[src/rtl/dmss_pkg.sv]
// Shared types, constants and helpers for the drive mode safety supervisor.
`default_nettype none

package dmss_pkg;

  localparam int TIMER_WIDTH = 16;
  localparam int CFG_W = 16;
  localparam int CFG_IDX_W = 3;
  localparam int CMP_W = (TIMER_WIDTH > CFG_W) ? TIMER_WIDTH : CFG_W;

  typedef logic [TIMER_WIDTH-1:0] timer_t;
  typedef logic [CFG_W-1:0] cfg_word_t;
  typedef logic [CMP_W-1:0] cmp_t;

  typedef enum logic [1:0] {
    MODE_INIT   = 2'd0,
    MODE_IDLE   = 2'd1,
    MODE_MANUAL = 2'd2,
    MODE_AUTO   = 2'd3
  } mode_t;

  typedef enum logic [2:0] {
    CAUSE_NONE     = 3'd0,
    CAUSE_THROTTLE = 3'd1,
    CAUSE_BRAKE    = 3'd2,
    CAUSE_DMS      = 3'd3,
    CAUSE_HOST     = 3'd4,
    CAUSE_FAULT    = 3'd5,
    CAUSE_LINK     = 3'd6
  } cause_t;

  typedef enum logic [CFG_IDX_W-1:0] {
    CFG_BOOT_WAIT   = 3'd0,
    CFG_BRAKE_CLEAR = 3'd1,
    CFG_DMS_HOLD    = 3'd2,
    CFG_DMS_GRACE   = 3'd3,
    CFG_AUTO_GRACE  = 3'd4
  } cfg_idx_t;

  localparam logic [1:0] HOST_MANUAL = 2'd2;

  localparam cfg_word_t BOOT_WAIT_RST   = 16'd2000;
  localparam cfg_word_t BRAKE_CLEAR_RST = 16'd1200;
  localparam cfg_word_t DMS_HOLD_RST    = 16'd1000;
  localparam cfg_word_t DMS_GRACE_RST   = 16'd2000;
  localparam cfg_word_t AUTO_GRACE_RST  = 16'd3000;

  typedef struct packed {
    cfg_word_t boot_wait_ms;
    cfg_word_t brake_retract_ms;
    cfg_word_t dms_hold_ms;
    cfg_word_t dms_release_grace_ms;
    cfg_word_t auto_entry_grace_ms;
  } cfg_t;

  typedef struct packed {
    logic       either_dms_held;
    logic       both_dms_active;
    logic       throttle_pressed;
    logic       brake_pressed;
    logic       fault_present;
    logic       heartbeat_ok;
    logic [1:0] host_mode;
  } in_item_t;

  typedef struct packed {
    mode_t  mode;
    logic   brake_engage;
    logic   idle_entry_pulse;
    logic   mode_changed;
    cause_t exit_cause;
  } out_item_t;

  typedef struct packed {
    mode_t  mode;
    logic   brake_cmd;
    timer_t uptime_count;
    logic   dms_seen;
    timer_t idle_elapsed;
    logic   hold_active;
    timer_t hold_elapsed;
    logic   release_active;
    timer_t release_elapsed;
    timer_t auto_elapsed;
  } state_t;

  function automatic timer_t sat_inc(timer_t v);
    return (v == {TIMER_WIDTH{1'b1}}) ? v : v + timer_t'(1);
  endfunction

  function automatic cmp_t tw(timer_t v);
    return cmp_t'(v);
  endfunction

  function automatic cmp_t cw(cfg_word_t v);
    return cmp_t'(v);
  endfunction

endpackage

`default_nettype wire

[src/rtl/dmss_if.sv]
// Valid/ready channel interfaces for tick items and result items.
`default_nettype none

interface dmss_in_if import dmss_pkg::*; ();
  logic     valid;
  logic     ready;
  in_item_t data;
  modport source (output valid, output data, input ready);
  modport sink (input valid, input data, output ready);
endinterface

interface dmss_out_if import dmss_pkg::*; ();
  logic      valid;
  logic      ready;
  out_item_t data;
  modport source (output valid, output data, input ready);
  modport sink (input valid, input data, output ready);
endinterface

`default_nettype wire

[src/rtl/dmss_cfg.sv]
// Configuration register file with reset defaults.
`default_nettype none

module dmss_cfg import dmss_pkg::*; (
  input  wire logic                 clk,
  input  wire logic                 rst,
  input  wire logic                 cfg_we,
  input  wire logic [CFG_IDX_W-1:0] cfg_index,
  input  wire logic [CFG_W-1:0]     cfg_wdata,
  output cfg_t                      cfg
);

  always_ff @(posedge clk) begin
    if (rst) begin
      cfg.boot_wait_ms         <= BOOT_WAIT_RST;
      cfg.brake_retract_ms     <= BRAKE_CLEAR_RST;
      cfg.dms_hold_ms          <= DMS_HOLD_RST;
      cfg.dms_release_grace_ms <= DMS_GRACE_RST;
      cfg.auto_entry_grace_ms  <= AUTO_GRACE_RST;
    end else if (cfg_we) begin
      unique case (cfg_idx_t'(cfg_index))
        CFG_BOOT_WAIT:   cfg.boot_wait_ms         <= cfg_wdata;
        CFG_BRAKE_CLEAR: cfg.brake_retract_ms     <= cfg_wdata;
        CFG_DMS_HOLD:    cfg.dms_hold_ms          <= cfg_wdata;
        CFG_DMS_GRACE:   cfg.dms_release_grace_ms <= cfg_wdata;
        CFG_AUTO_GRACE:  cfg.auto_entry_grace_ms  <= cfg_wdata;
        default: ;
      endcase
    end
  end

endmodule

`default_nettype wire

[src/rtl/dmss_core.sv]
// Per-tick mode logic: next supervisor state and the result item.
`default_nettype none

module dmss_core import dmss_pkg::*; (
  input  wire state_t   st,
  input  wire in_item_t item,
  input  wire cfg_t     cfg,
  output state_t        st_next,
  output out_item_t     res
);

  state_t s;
  cause_t cause;
  logic   pulse;
  logic   driver;
  logic   dms_go;

  always_comb begin
    s      = st;
    cause  = CAUSE_NONE;
    pulse  = 1'b0;
    driver = item.throttle_pressed | item.brake_pressed;
    dms_go = 1'b0;

    // advance the running counters before any decision
    s.uptime_count = sat_inc(st.uptime_count);
    if (st.mode == MODE_IDLE) s.idle_elapsed = sat_inc(st.idle_elapsed);
    if (st.hold_active) s.hold_elapsed = sat_inc(st.hold_elapsed);
    if (st.release_active) s.release_elapsed = sat_inc(st.release_elapsed);
    if (st.mode == MODE_AUTO) s.auto_elapsed = sat_inc(st.auto_elapsed);

    // fault or lost link past the entry grace forces manual first
    if (st.mode == MODE_AUTO &&
        tw(s.auto_elapsed) >= cw(cfg.auto_entry_grace_ms) &&
        (item.fault_present || !item.heartbeat_ok)) begin
      s.mode           = MODE_MANUAL;
      s.release_active = 1'b0;
      cause            = item.heartbeat_ok ? CAUSE_FAULT : CAUSE_LINK;
    end

    unique case (s.mode)
      MODE_INIT: begin
        if (item.either_dms_held) s.dms_seen = 1'b1;
        if (tw(s.uptime_count) > cw(cfg.boot_wait_ms) && s.dms_seen) begin
          s.mode     = MODE_IDLE;
          s.dms_seen = 1'b0;
        end
      end
      MODE_IDLE: begin
        if (tw(s.idle_elapsed) >= cw(cfg.brake_retract_ms)) begin
          if (driver) begin
            s.mode        = MODE_MANUAL;
            s.hold_active = 1'b0;
          end else begin
            dms_go = item.both_dms_active;
          end
        end
      end
      MODE_MANUAL: begin
        if (driver) s.hold_active = 1'b0;
        else dms_go = item.both_dms_active;
        if (!item.both_dms_active) s.hold_active = 1'b0;
      end
      MODE_AUTO: begin
        if (item.throttle_pressed) begin
          s.mode           = MODE_MANUAL;
          s.release_active = 1'b0;
          cause            = CAUSE_THROTTLE;
        end else if (item.brake_pressed) begin
          s.mode           = MODE_MANUAL;
          s.release_active = 1'b0;
          cause            = CAUSE_BRAKE;
        end else begin
          if (!item.both_dms_active) begin
            if (!s.release_active) begin
              s.release_active  = 1'b1;
              s.release_elapsed = '0;
            end
            if (tw(s.release_elapsed) > cw(cfg.dms_release_grace_ms)) begin
              s.mode           = MODE_MANUAL;
              s.release_active = 1'b0;
              cause            = CAUSE_DMS;
            end
          end else begin
            s.release_active = 1'b0;
          end
          if (s.mode == MODE_AUTO && item.host_mode == HOST_MANUAL) begin
            s.mode           = MODE_MANUAL;
            s.release_active = 1'b0;
            cause            = CAUSE_HOST;
          end
        end
      end
    endcase

    // dead-man hold without driver input: start or keep the hold, then enter
    if (dms_go) begin
      if (!s.hold_active) begin
        s.hold_active  = 1'b1;
        s.hold_elapsed = '0;
      end
      if (tw(s.hold_elapsed) >= cw(cfg.dms_hold_ms)) begin
        s.mode           = MODE_AUTO;
        s.hold_active    = 1'b0;
        s.release_active = 1'b0;
        s.auto_elapsed   = '0;
      end
    end else if (s.mode == MODE_IDLE && st.mode == MODE_IDLE &&
                 tw(s.idle_elapsed) >= cw(cfg.brake_retract_ms)) begin
      s.hold_active = 1'b0;
    end

    if (s.mode == MODE_AUTO) cause = CAUSE_NONE;

    if (s.mode != st.mode) begin
      if (s.mode == MODE_IDLE) begin
        s.idle_elapsed = '0;
        s.brake_cmd    = 1'b0;
        pulse          = 1'b1;
      end else if (s.mode == MODE_INIT) begin
        s.brake_cmd = 1'b1;
      end
    end

    st_next              = s;
    res.mode             = s.mode;
    res.brake_engage     = s.brake_cmd;
    res.idle_entry_pulse = pulse;
    res.mode_changed     = (s.mode != st.mode);
    res.exit_cause       = cause;
  end

endmodule

`default_nettype wire

[src/rtl/drive_mode_safety_supervisor_top.sv]
// Top level: supervisor state, configuration and the result output register.
//
//   channel   dir   handshake        payload
//   in_ch     in    valid/ready      in_item_t, one per millisecond tick
//   out_ch    out   valid/ready      out_item_t, one per tick item
//   cfg_*     in    cfg_we           cfg_index (3b), cfg_wdata (16b)
//
// One tick item per clock while in_ch.ready is high: state and result registers are
// updated in the cycle the item is accepted; the result shows in the next cycle.
// in_ch.ready is high while the result register is empty or being drained.
// rst (synchronous) restores the register defaults and the init mode with
// the brakes engaged.
`default_nettype none

module drive_mode_safety_supervisor_top import dmss_pkg::*; (
  input  wire logic                 clk,
  input  wire logic                 rst,
  input  wire logic                 cfg_we,
  input  wire logic [CFG_IDX_W-1:0] cfg_index,
  input  wire logic [CFG_W-1:0]     cfg_wdata,
  dmss_in_if.sink                   in_ch,
  dmss_out_if.source                out_ch
);

  cfg_t      cfg;
  state_t    st;
  state_t    st_next;
  out_item_t res;
  out_item_t out_data;
  logic      out_valid;
  logic      accept;

  dmss_cfg u_cfg (
    .clk       (clk),
    .rst       (rst),
    .cfg_we    (cfg_we),
    .cfg_index (cfg_index),
    .cfg_wdata (cfg_wdata),
    .cfg       (cfg)
  );

  dmss_core u_core (
    .st      (st),
    .item    (in_ch.data),
    .cfg     (cfg),
    .st_next (st_next),
    .res     (res)
  );

  assign in_ch.ready  = !out_valid || out_ch.ready;
  assign accept       = in_ch.valid && in_ch.ready;
  assign out_ch.valid = out_valid;
  assign out_ch.data  = out_data;

  always_ff @(posedge clk) begin
    if (rst) begin
      st.mode            <= MODE_INIT;
      st.brake_cmd       <= 1'b1;
      st.uptime_count    <= '0;
      st.dms_seen        <= 1'b0;
      st.idle_elapsed    <= '0;
      st.hold_active     <= 1'b0;
      st.hold_elapsed    <= '0;
      st.release_active  <= 1'b0;
      st.release_elapsed <= '0;
      st.auto_elapsed    <= '0;
    end else if (accept) begin
      st <= st_next;
    end
  end

  always_ff @(posedge clk) begin
    if (rst) begin
      out_valid <= 1'b0;
    end else if (accept) begin
      out_valid <= 1'b1;
    end else if (out_ch.ready) begin
      out_valid <= 1'b0;
    end
  end

  always_ff @(posedge clk) begin
    if (accept) out_data <= res;
  end

`ifndef SYNTH
  a_cause_means_manual: assert property (@(posedge clk) disable iff (rst)
    out_valid && out_data.exit_cause != CAUSE_NONE |-> out_data.mode == MODE_MANUAL)
    else $error("exit cause reported without landing in manual");

  a_idle_pulse: assert property (@(posedge clk) disable iff (rst)
    out_valid && out_data.idle_entry_pulse |->
      out_data.mode == MODE_IDLE && out_data.mode_changed && !out_data.brake_engage)
    else $error("idle entry pulse inconsistent with result");

  a_init_brakes: assert property (@(posedge clk) disable iff (rst)
    st.mode == MODE_INIT |-> st.brake_cmd)
    else $error("brakes released while in init");

  a_accept_gives_result: assert property (@(posedge clk) disable iff (rst)
    accept |=> out_valid && out_data.mode == st.mode)
    else $error("accepted item produced no matching result");
`endif

endmodule

`default_nettype wire

[src/flat_wrapper.sv]
// flat-port wrapper written by rule: the top's interface ports become plain ports
module drive_mode_safety_supervisor_top_flat import dmss_pkg::*;
  (clk, rst, cfg_we, cfg_index, cfg_wdata, in_ch_valid, in_ch_data, in_ch_ready, out_ch_valid, out_ch_data, out_ch_ready);
  dmss_in_if in_ch_i ();
  dmss_out_if out_ch_i ();
  input  wire logic clk;
  input  wire logic rst;
  input  wire logic cfg_we;
  input  wire logic [CFG_IDX_W-1:0] cfg_index;
  input  wire logic [CFG_W-1:0] cfg_wdata;
  input wire logic [$bits(in_ch_i.valid)-1:0] in_ch_valid;
  input wire logic [$bits(in_ch_i.data)-1:0] in_ch_data;
  output wire logic [$bits(in_ch_i.ready)-1:0] in_ch_ready;
  output wire logic [$bits(out_ch_i.valid)-1:0] out_ch_valid;
  output wire logic [$bits(out_ch_i.data)-1:0] out_ch_data;
  input wire logic [$bits(out_ch_i.ready)-1:0] out_ch_ready;
  assign in_ch_i.valid = in_ch_valid;
  assign in_ch_i.data = in_ch_data;
  assign in_ch_ready = in_ch_i.ready;
  assign out_ch_valid = out_ch_i.valid;
  assign out_ch_data = out_ch_i.data;
  assign out_ch_i.ready = out_ch_ready;
  drive_mode_safety_supervisor_top u_core (.clk(clk), .rst(rst), .cfg_we(cfg_we), .cfg_index(cfg_index), .cfg_wdata(cfg_wdata), .in_ch(in_ch_i), .out_ch(out_ch_i));
endmodule
[config.mk]
export PLATFORM = sky130hd
export DESIGN_NAME = drive_mode_safety_supervisor_top_flat
export DESIGN_NICKNAME = d
export VERILOG_FILES = /design/src/rtl/dmss_pkg.sv /design/src/rtl/dmss_if.sv /design/src/rtl/dmss_cfg.sv /design/src/rtl/dmss_core.sv /design/src/rtl/drive_mode_safety_supervisor_top.sv /design/src/flat_wrapper.sv
export SDC_FILE = /design/constraint.sdc
export NUM_CORES = 1
export LEC_CHECK = 0
export ABC_AREA = 0
export BUFFER_PORTS_ARGS = -buffer_cell sky130_fd_sc_hd__buf_4
export CAP_MARGIN = 10
export CORE_AREA = 2 2 164 118
export DETAILED_ROUTE_END_ITERATION = 12
export DIE_AREA = 0 0 166 120
export GPL_TIMING_DRIVEN = 0
export PLACE_DENSITY = 0.79
export REMOVE_ABC_BUFFERS = 1
export SYNTH_ARGS = -nofsm -noshare
export SYNTH_HDL_FRONTEND = slang
export SYNTH_SLANG_ARGS = --single-unit
[constraint.sdc]
create_clock -name clk -period 16.6 [get_ports clk]
set_clock_uncertainty 0.2 [all_clocks]
set_input_delay 1.66 -clock clk [delete_from_list [all_inputs] [get_ports clk]]
set_output_delay 1.66 -clock clk [all_outputs]
set_load 0.01 [all_outputs]
==> summary.md, run 1 <==
| Metric | Value |
|---|---|
| Status | finished, final reports clean |
| Nets@finish | 1,505 |
| RSZ-0062 raised after global routing | false |
| Slew margin rel. | 19.2% |
| Min-delay worst type | reg -> reg |
| Average size of a mapped cell | 7.77 um^2 |
| Final number of hold-violating endpoints | 0 |
| Vias in the first global route | 9,091 |
| Critical path cell sequence | ha_1 > nand4_1 > nor2_1 > a31oi_1 > and4_1 > nand3_1 > xnor2_1 > ha_1 > a22o_1 > o41ai_1 > a21o_2 > a21oi_1 > o21a_1 > nor3_1 > ha_1 > o21ai_0 > o21ai_0 > a21oi_1 > o41a_1 > inv_1 > a2111oi_4 > mux2_4 |
| CP Class | reg -> reg |
| Vias per cell | 6.08 |
| Fraction of the cycle the final worst path needs | 44.6% |
| Final weighted congestion in routability-driven placement | 0.916 |
| Row count | 42 |
| Clk_lat worst skew | 450 ps |
| Gr usage total | 28.4% |
| Drt wl/cell | 17.3 um |
| Final Critical Period | 7400 ps |
| Count of input and output buffers | 41 |
| Pre-CTS setup slack | 9340 ps |
| Register area share after synthesis | 32.9% |
| Leakage | 4.37 nW |
| DRT Pass-1 Iters | 5 |
| Bufs and invs on worst path | 1 |
| H-tree levels | 4 |
| DRT antenna net count | 0 |
| Synth cell types | 88 |
| WL final | 28,400 um |
| Yosys top cell area share | 30.7% |
| Cts repair resizes | 0 |
| Area delta synth->final | 8.69% |
| Synth Cell Area | 0.0109 mm^2 |
| CTS Buffer Depth | 2 |
| # setup viols final | 0 |
| CP max stage cell | a31oi_1 |
| Most area-consuming cells after synthesis | dfxtp_1 31%, ha_1 9.8%, nand2_1 8.7% |
| Sequential Area | 0.00358 mm^2 |
| Slew @ Worst Pin | 1210 ps |
| CTS Buf Count | 17 |
| Final core utilization | 64.1% |
| Post-Synthesis Cells | 1,400 |
| Crit path top cell by count | ha_1 |
| Hold buffers post-CTS | 0 |
| Total negative slack | 0 ps |
| Req. time, crit path | 16,590 ps |
| FILL cells | 1,564 |
| Synthesized flop and latch total | 175 |
| Crit path max fanout | 15 |
| Core region area | 0.0184 mm^2 |
| Post-synth EDFFs | 8 |
| Setup bufs post-CTS | 0 |
| Setup WS post-layout | 9200 ps |
| Die area | 0.0199 mm^2 |
| DRC | 0 |
| Pins over their slew limit | 0 |
| Synth Flop Type | dfxtp_1 |
| Initial Util | 59.0% |
| Top-count cell post-synth | nand2_1 |
| Yosys warns | 0 |
| Root Buffer | clkbuf_16 |
| Hpwl dp | 19,400 um |
| Die height | 120 um |
| Endpoint type of the worst setup path | flip-flop |
| PwrDens | 77.6 mW/mm^2 |
| Critical Path Start Type | flip-flop |
| First-pass GRT wire length | 45,900 um |
| Clock tree from TritonCTS | done |
| Largest delay share family, worst path | compound AO/OA/AOI/OAI gates |
| Placed Area | 0.0112 mm^2 |
| First-iteration detailed-routing DRC count | 1,071 |
| Ant. Diodes | 0 |
| WP data arrival | 7390 ps |
| Vias | 9,991 |
| Die W | 166 um |
| Clk sinks | 175 |
| Maximum clock rate | 135 MHz |
| Largest net degree at the start of global routing | 125 |
| Fraction of registers with async set/reset | 0% |
| Initial antenna violation count | 0 |
| Reg clk slew, reported paths | 70 ps |
| IO Pins | 42 |
| CP max stage delay | 890 ps |
| Post-route cell area | 0.0118 mm^2 |
| Grt total ovfl | 0 |
| Multi-input logic area | 0.00657 mm^2 |
| Commonest cells post-synth | 252 x nand2_1, 167 x dfxtp_1, 135 x a21oi_1 |
| Yosys top cell by area | dfxtp_1 |
| VDD IR-drop max | 0.0605 mV |
| Max-Cap Viols | 0 |
| Layout cells sized above 1 | 8.64% |
## cell families (layout without fill, tap and decap cells)
kind of cell | count (synthesis) | count (layout) | share of synthesized area (%)
multiplexers | 13 | 13 | 1.32
buffers and inverters | 185 | 186 | 6.83
adder cells (fa/ha/maj) | 85 | 85 | 9.77
XOR/XNOR | 65 | 65 | 5.23
AO/OA/AOI/OAI | 323 | 323 | 19.6
flip-flops | 175 | 175 | 32.9
AND/OR/NAND/NOR | 554 | 554 | 24.4
## report_power, final
group / switching (mW) / leakage, nW / internal [mW]
clock: 0.196 / 0.287 / 0.215
sequential: 0.00450 / 1.43 / 0.431
combinational: 0.0483 / 2.66 / 0.0236
## final timing paths
check	start	end	slack [ps]	cells after the start
setup / recovery	u_core.st[50]$_SDFFE_PP0P_	u_core.out_ch.data[3]$_DFFE_PP_	9200	22
hold / removal	u_core.u_cfg.cfg[31]$_SDFFE_PP0P_	u_core.u_cfg.cfg[31]$_SDFFE_PP0P_	260	2
setup reg to reg	u_core.st[50]$_SDFFE_PP0P_	u_core.out_ch.data[3]$_DFFE_PP_	9200	22
hold reg to reg	u_core.u_cfg.cfg[31]$_SDFFE_PP0P_	u_core.u_cfg.cfg[31]$_SDFFE_PP0P_	260	2
## through the flow
step	hold slack (ps)	instances	total power, mW
after CTS	256	1642	0.918
after global placement	243	1608	0.511
final	256	1643	0.918
after detailed placement	246	1610	0.514
after global routing	281	1643	0.943
after floorplan	230	1325	0.480
## state kept, by name, indices dropped and copies added (netlist names)
signal               cells
u_core.u_cfg.cfg        80
u_core.out_ch.valid      1
u_core.st               86
u_core.out_ch.data       8
## tightest hold or removal path, stage by stage (launching register included)
cell and delay (ps):
dfxtp_1 310, nand2_1 50, a21oi_1 50
## cell usage in the layout, fill, tap and decap left out, types with 6 or more instances in the layout
master,synthesis,final
xor2_1,19,19
nand2_1,252,251
a31oi_1,23,23
o211ai_1,45,45
a211oi_1,10,10
a21oi_1,135,135
xnor2_1,46,46
o21ai_0,36,36
or3_1,12,12
buf_4,2,41
nor2_1,81,80
edfxtp_1,8,8
a22oi_1,9,9
mux2_2,7,7
nand3_1,45,45
and3_1,13,13
nor3_1,41,41
and2_1,6,6
inv_8,0,6
dfxtp_1,167,167
nand2b_1,6,6
ha_1,85,85
nor4_1,10,10
nand4_1,31,31
a32o_1,9,9
clkbuf_16,0,17
and4_1,13,13
inv_1,110,108
## cell type report
type	count	share of cell area, %
inverters	110	3.49
flip-flops and latches	175	30.3
clock inverters	15	1.37
clock buffers	17	3.60
multi-input cells	1040	55.5
repair buffers	44	3.17
well taps	242	2.56
## routing by layer
layer  GRT usage, %  share of wire [%]  vias up
met5              0                  0        -
met4           8.59                1.6        0
met3           4.42                7.2       40
met2           44.3                 45      331
met1           40.5                 47     4682
li1               -                  -     4938
Power figures use the tool's default switching activity.
==> inputs of run 2 (changes only) <==
CORE_AREA = 2 2 169 121   (was 2 2 164 118)
DIE_AREA = 0 0 171 123   (was 0 0 166 120)
PLACE_DENSITY = 0.78   (was 0.79)
clock period = 5.9 ns   (was 16.6 ns; I/O delays follow)
==> run 2 against run 1 <==
Against the previous run:
- wire length rose by 5.6%
- highest routed layer unchanged
- first-iteration DRC count rose by 1.7%
- worst hold slack got worse by 40 ps
- cell count rose by 3.2%
- via count rose by 2.5%
- non-clock buffer count rose by 24
- combinational power rose to 3.0 times the previous value
- critical path depth rose by 1
- total power rose to 2.9 times the previous value
- critical endpoint unchanged
- global-route usage barely moved
- count of clock-buffer cells in the layout rose by 2
==> summary.md, run 2 (synthesis results as in run 1) <==
| Metric | Value |
|---|---|
| Status | finished, final reports clean (unchanged) |
| Gr usage total | 28.4% (about the same) |
| DP Cell Count | 1,639 (was 1,610) |
| WL final | 30,000 um (was 28,400 um) |
| DRT antenna net count | 0 (unchanged) |
| Clock tree from TritonCTS | done (unchanged) |
| Area delta synth->final | 14.8% (was 8.69%) |
| VDD IR-drop max | 0.271 mV (was 0.0605 mV) |
| H-tree levels | 4 (unchanged) |
| Placed Area | 0.0113 mm^2 (was 0.0112 mm^2) |
| Internal power | 2.02 mW (was 669 uW) |
| First-iteration detailed-routing DRC count | 1,089 (was 1,071) |
| Count of input and output buffers | 41 (unchanged) |
| Max-Cap Viols | 0 (unchanged) |
| Crit path max fanout | 7 (was 15) |
| Endpoint type of the worst setup path | flip-flop (unchanged) |
| Final weighted congestion in routability-driven placement | 0.869 (was 0.916) |
| # setup viols final | 0 (unchanged) |
| Fraction of the cycle the final worst path needs | 98.2% (was 44.6%) |
| Post-layout total power | 2.70 mW (was 918 uW) |
| DRC | 0 (unchanged) |
| Slew @ Worst Pin | 1150 ps (was 1210 ps) |
| IO Pins | 42 (unchanged) |
| Logic pwr share | 8.0% (was 7.8%) |
| Final number of hold-violating endpoints | 0 (unchanged) |
| PwrDens | 216 mW/mm^2 (was 77.6 mW/mm^2) |
| Critical Path Start Type | flip-flop (unchanged) |
| Min-delay worst type | in -> reg (was reg -> reg) |
| Commonest non-fill, non-tap cell in the layout | nand2_1 (unchanged) |
| Vias in the first global route | 9,229 (was 9,091) |
| Row count | 43 (was 42) |
| NetSw | 680 uW (was 249 uW) |
| CTS Buf Count | 17 (unchanged) |
| Grt total ovfl | 0 (unchanged) |
| Layout cells sized above 1 | 13.7% (was 8.64%) |
| Die area | 0.0210 mm^2 (was 0.0199 mm^2) |
| Final Hold Slack | 217 ps (was 256 ps) |
| Pins over their slew limit | 0 (unchanged) |
| Post-route cell area | 0.0125 mm^2 (was 0.0118 mm^2) |
| Final core utilization | 64.2% (was 64.1%) |
| Hpwl dp | 19,600 um (was 19,400 um) |
| Final cell count without fillers | 1,696 (was 1,643) |
| Die height | 123 um (was 120 um) |
| Vias | 10.2k (was 9,991) |
| DRT Pass-1 Iters | 7 (was 5) |
| Power share of the sequential group | 45.4% (was 47.4%) |
| Clk_lat worst skew | 440 ps (was 450 ps) |
| Root Buffer | clkbuf_16 (unchanged) |
| First-pass GRT wire length | 47,000 um (was 45,900 um) |
| Die W | 171 um (was 166 um) |
| Largest net degree at the start of global routing | 82 (was 125) |
| Initial Util | 55.9% (was 59.0%) |
| Reg clk slew, reported paths | 70 ps (about the same) |
| Maximum clock rate | 173 MHz (was 135 MHz) |
| Multi-input logic area | 0.00692 mm^2 (was 0.00657 mm^2) |
| Vias per cell | 6.04 (was 6.08) |
| Final Critical Period | 5800 ps (was 7400 ps) |
| Initial antenna violation count | 0 (unchanged) |
| Ant. Diodes | 0 (unchanged) |
| CTS Buffer Depth | 2 (unchanged) |
| Core region area | 0.0195 mm^2 (was 0.0184 mm^2) |
| Slew margin rel. | 23.5% (was 19.2%) |
| Most frequent cells in the layout | 248 x nand2_1, 154 x dfxtp_1, 134 x a21oi_1 (was 251 x nand2_1, 167 x dfxtp_1, 135 x a21oi_1) |
| Hold buffers post-CTS | 0 (unchanged) |
| Net Sw Frac | 25.2% (was 27.1%) |
| Clk sinks | 175 (unchanged) |
| Req. time, crit path | 5900 ps (was 16,590 ps) |
| WP data arrival | 5790 ps (was 7390 ps) |
| Leakage | 4.58 nW (was 4.37 nW) |
| Max reg flops | 86 (unchanged) |
| Clock power share | 46.6% (was 44.8%) |
| CP Class | reg -> reg (unchanged) |
| Nets@finish | 1,530 (was 1,505) |
| FILL cells | 1,648 (was 1,564) |
| Drt wl/cell | 17.7 um (was 17.3 um) |
| Largest Register | u_core.st (unchanged) |
| Sequential Area | 0.00361 mm^2 (was 0.00358 mm^2) |
[run 2: cell type report]
cell class,instances,area share (%)
clock buffers,19,3.54
clock inverters,13,1.60
inverters,110,3.32
multi-input cells,1041,55.4
flip-flops and latches,175,28.9
well taps,270,2.70
repair buffers,68,4.58
[run 2: path summary, 6_finish.rpt]
| path | start | endpoint | slack [ps] | cells after the start |
|---|---|---|---|---|
| hold reg to reg | u_core.u_cfg.cfg[54]$_SDFFE_PP0P_ | u_core.u_cfg.cfg[54]$_SDFFE_PP0P_ | 260 | 2 |
| setup reg to reg | u_core.st[50]$_SDFFE_PP0P_ | u_core.out_ch.data[3]$_DFFE_PP_ | 100 | 23 |
| hold / removal | in_ch_valid | u_core.out_ch.valid$_SDFFE_PP0P_ | 220 | 3 |
| setup / recovery | u_core.st[50]$_SDFFE_PP0P_ | u_core.out_ch.data[3]$_DFFE_PP_ | 100 | 23 |
[run 2: what timing repair did]
item | CTS | global route
pin swaps | 8 | 34
endpoints found under the setup margin | 26 | 19
setup buffers | 8 | 16
gates cloned | 0 | 1
resized for setup | 36 | 49
[run 2: worst max-delay path: stages, from the launching register on]
cell       delay (ps)
dfxtp_4           370
ha_4              170
nand4_1           160
nor2_2             70
a31oi_4           300
and4_4            300
nand3_4            90
xnor2_2           170
ha_1              320
a22o_1            230
o41ai_4           450
a21o_4            220
a21oi_4            80
buf_12            150
o21a_4            240
or3_1             320
ha_1              280
nor2b_1           120
o21ai_0           100
a21oi_1           200
o41a_4            250
inv_4              70
a2111oi_4         350
mux2_4            330
[run 2: power groups by stage]
stage,registers [mW],logic (mW),clock network [mW]
2_1_floorplan,1.25,0.0996,0
3_3_place_gp,1.25,0.188,0
3_5_place_dp,1.25,0.199,0
4_1_cts,1.22,0.207,1.27
5_1_grt,1.23,0.236,1.31
6_report,1.22,0.217,1.26
[run 2: routing by layer]
| layer | GRT usage [%] | wire length (um) | up-vias |
|---|---|---|---|
| li1 | - | - | 4979 |
| met2 | 44.4 | 13400 | 366 |
| met1 | 39.3 | 13400 | 4850 |
| met3 | 6.40 | 2500 | 49 |
| met4 | 8.69 | 620 | 0 |
| met5 | 0 | 0 | - |
[run 2: through the flow]
step / worst slack, ps / TNS (ps)
detailed placement: -1330 / -22720
global placement: -1230 / -24600
finish: 104 / 0
floorplan: -65.2 / -65.2
global route: -46.9 / -46.9
CTS: 4.70 / 0
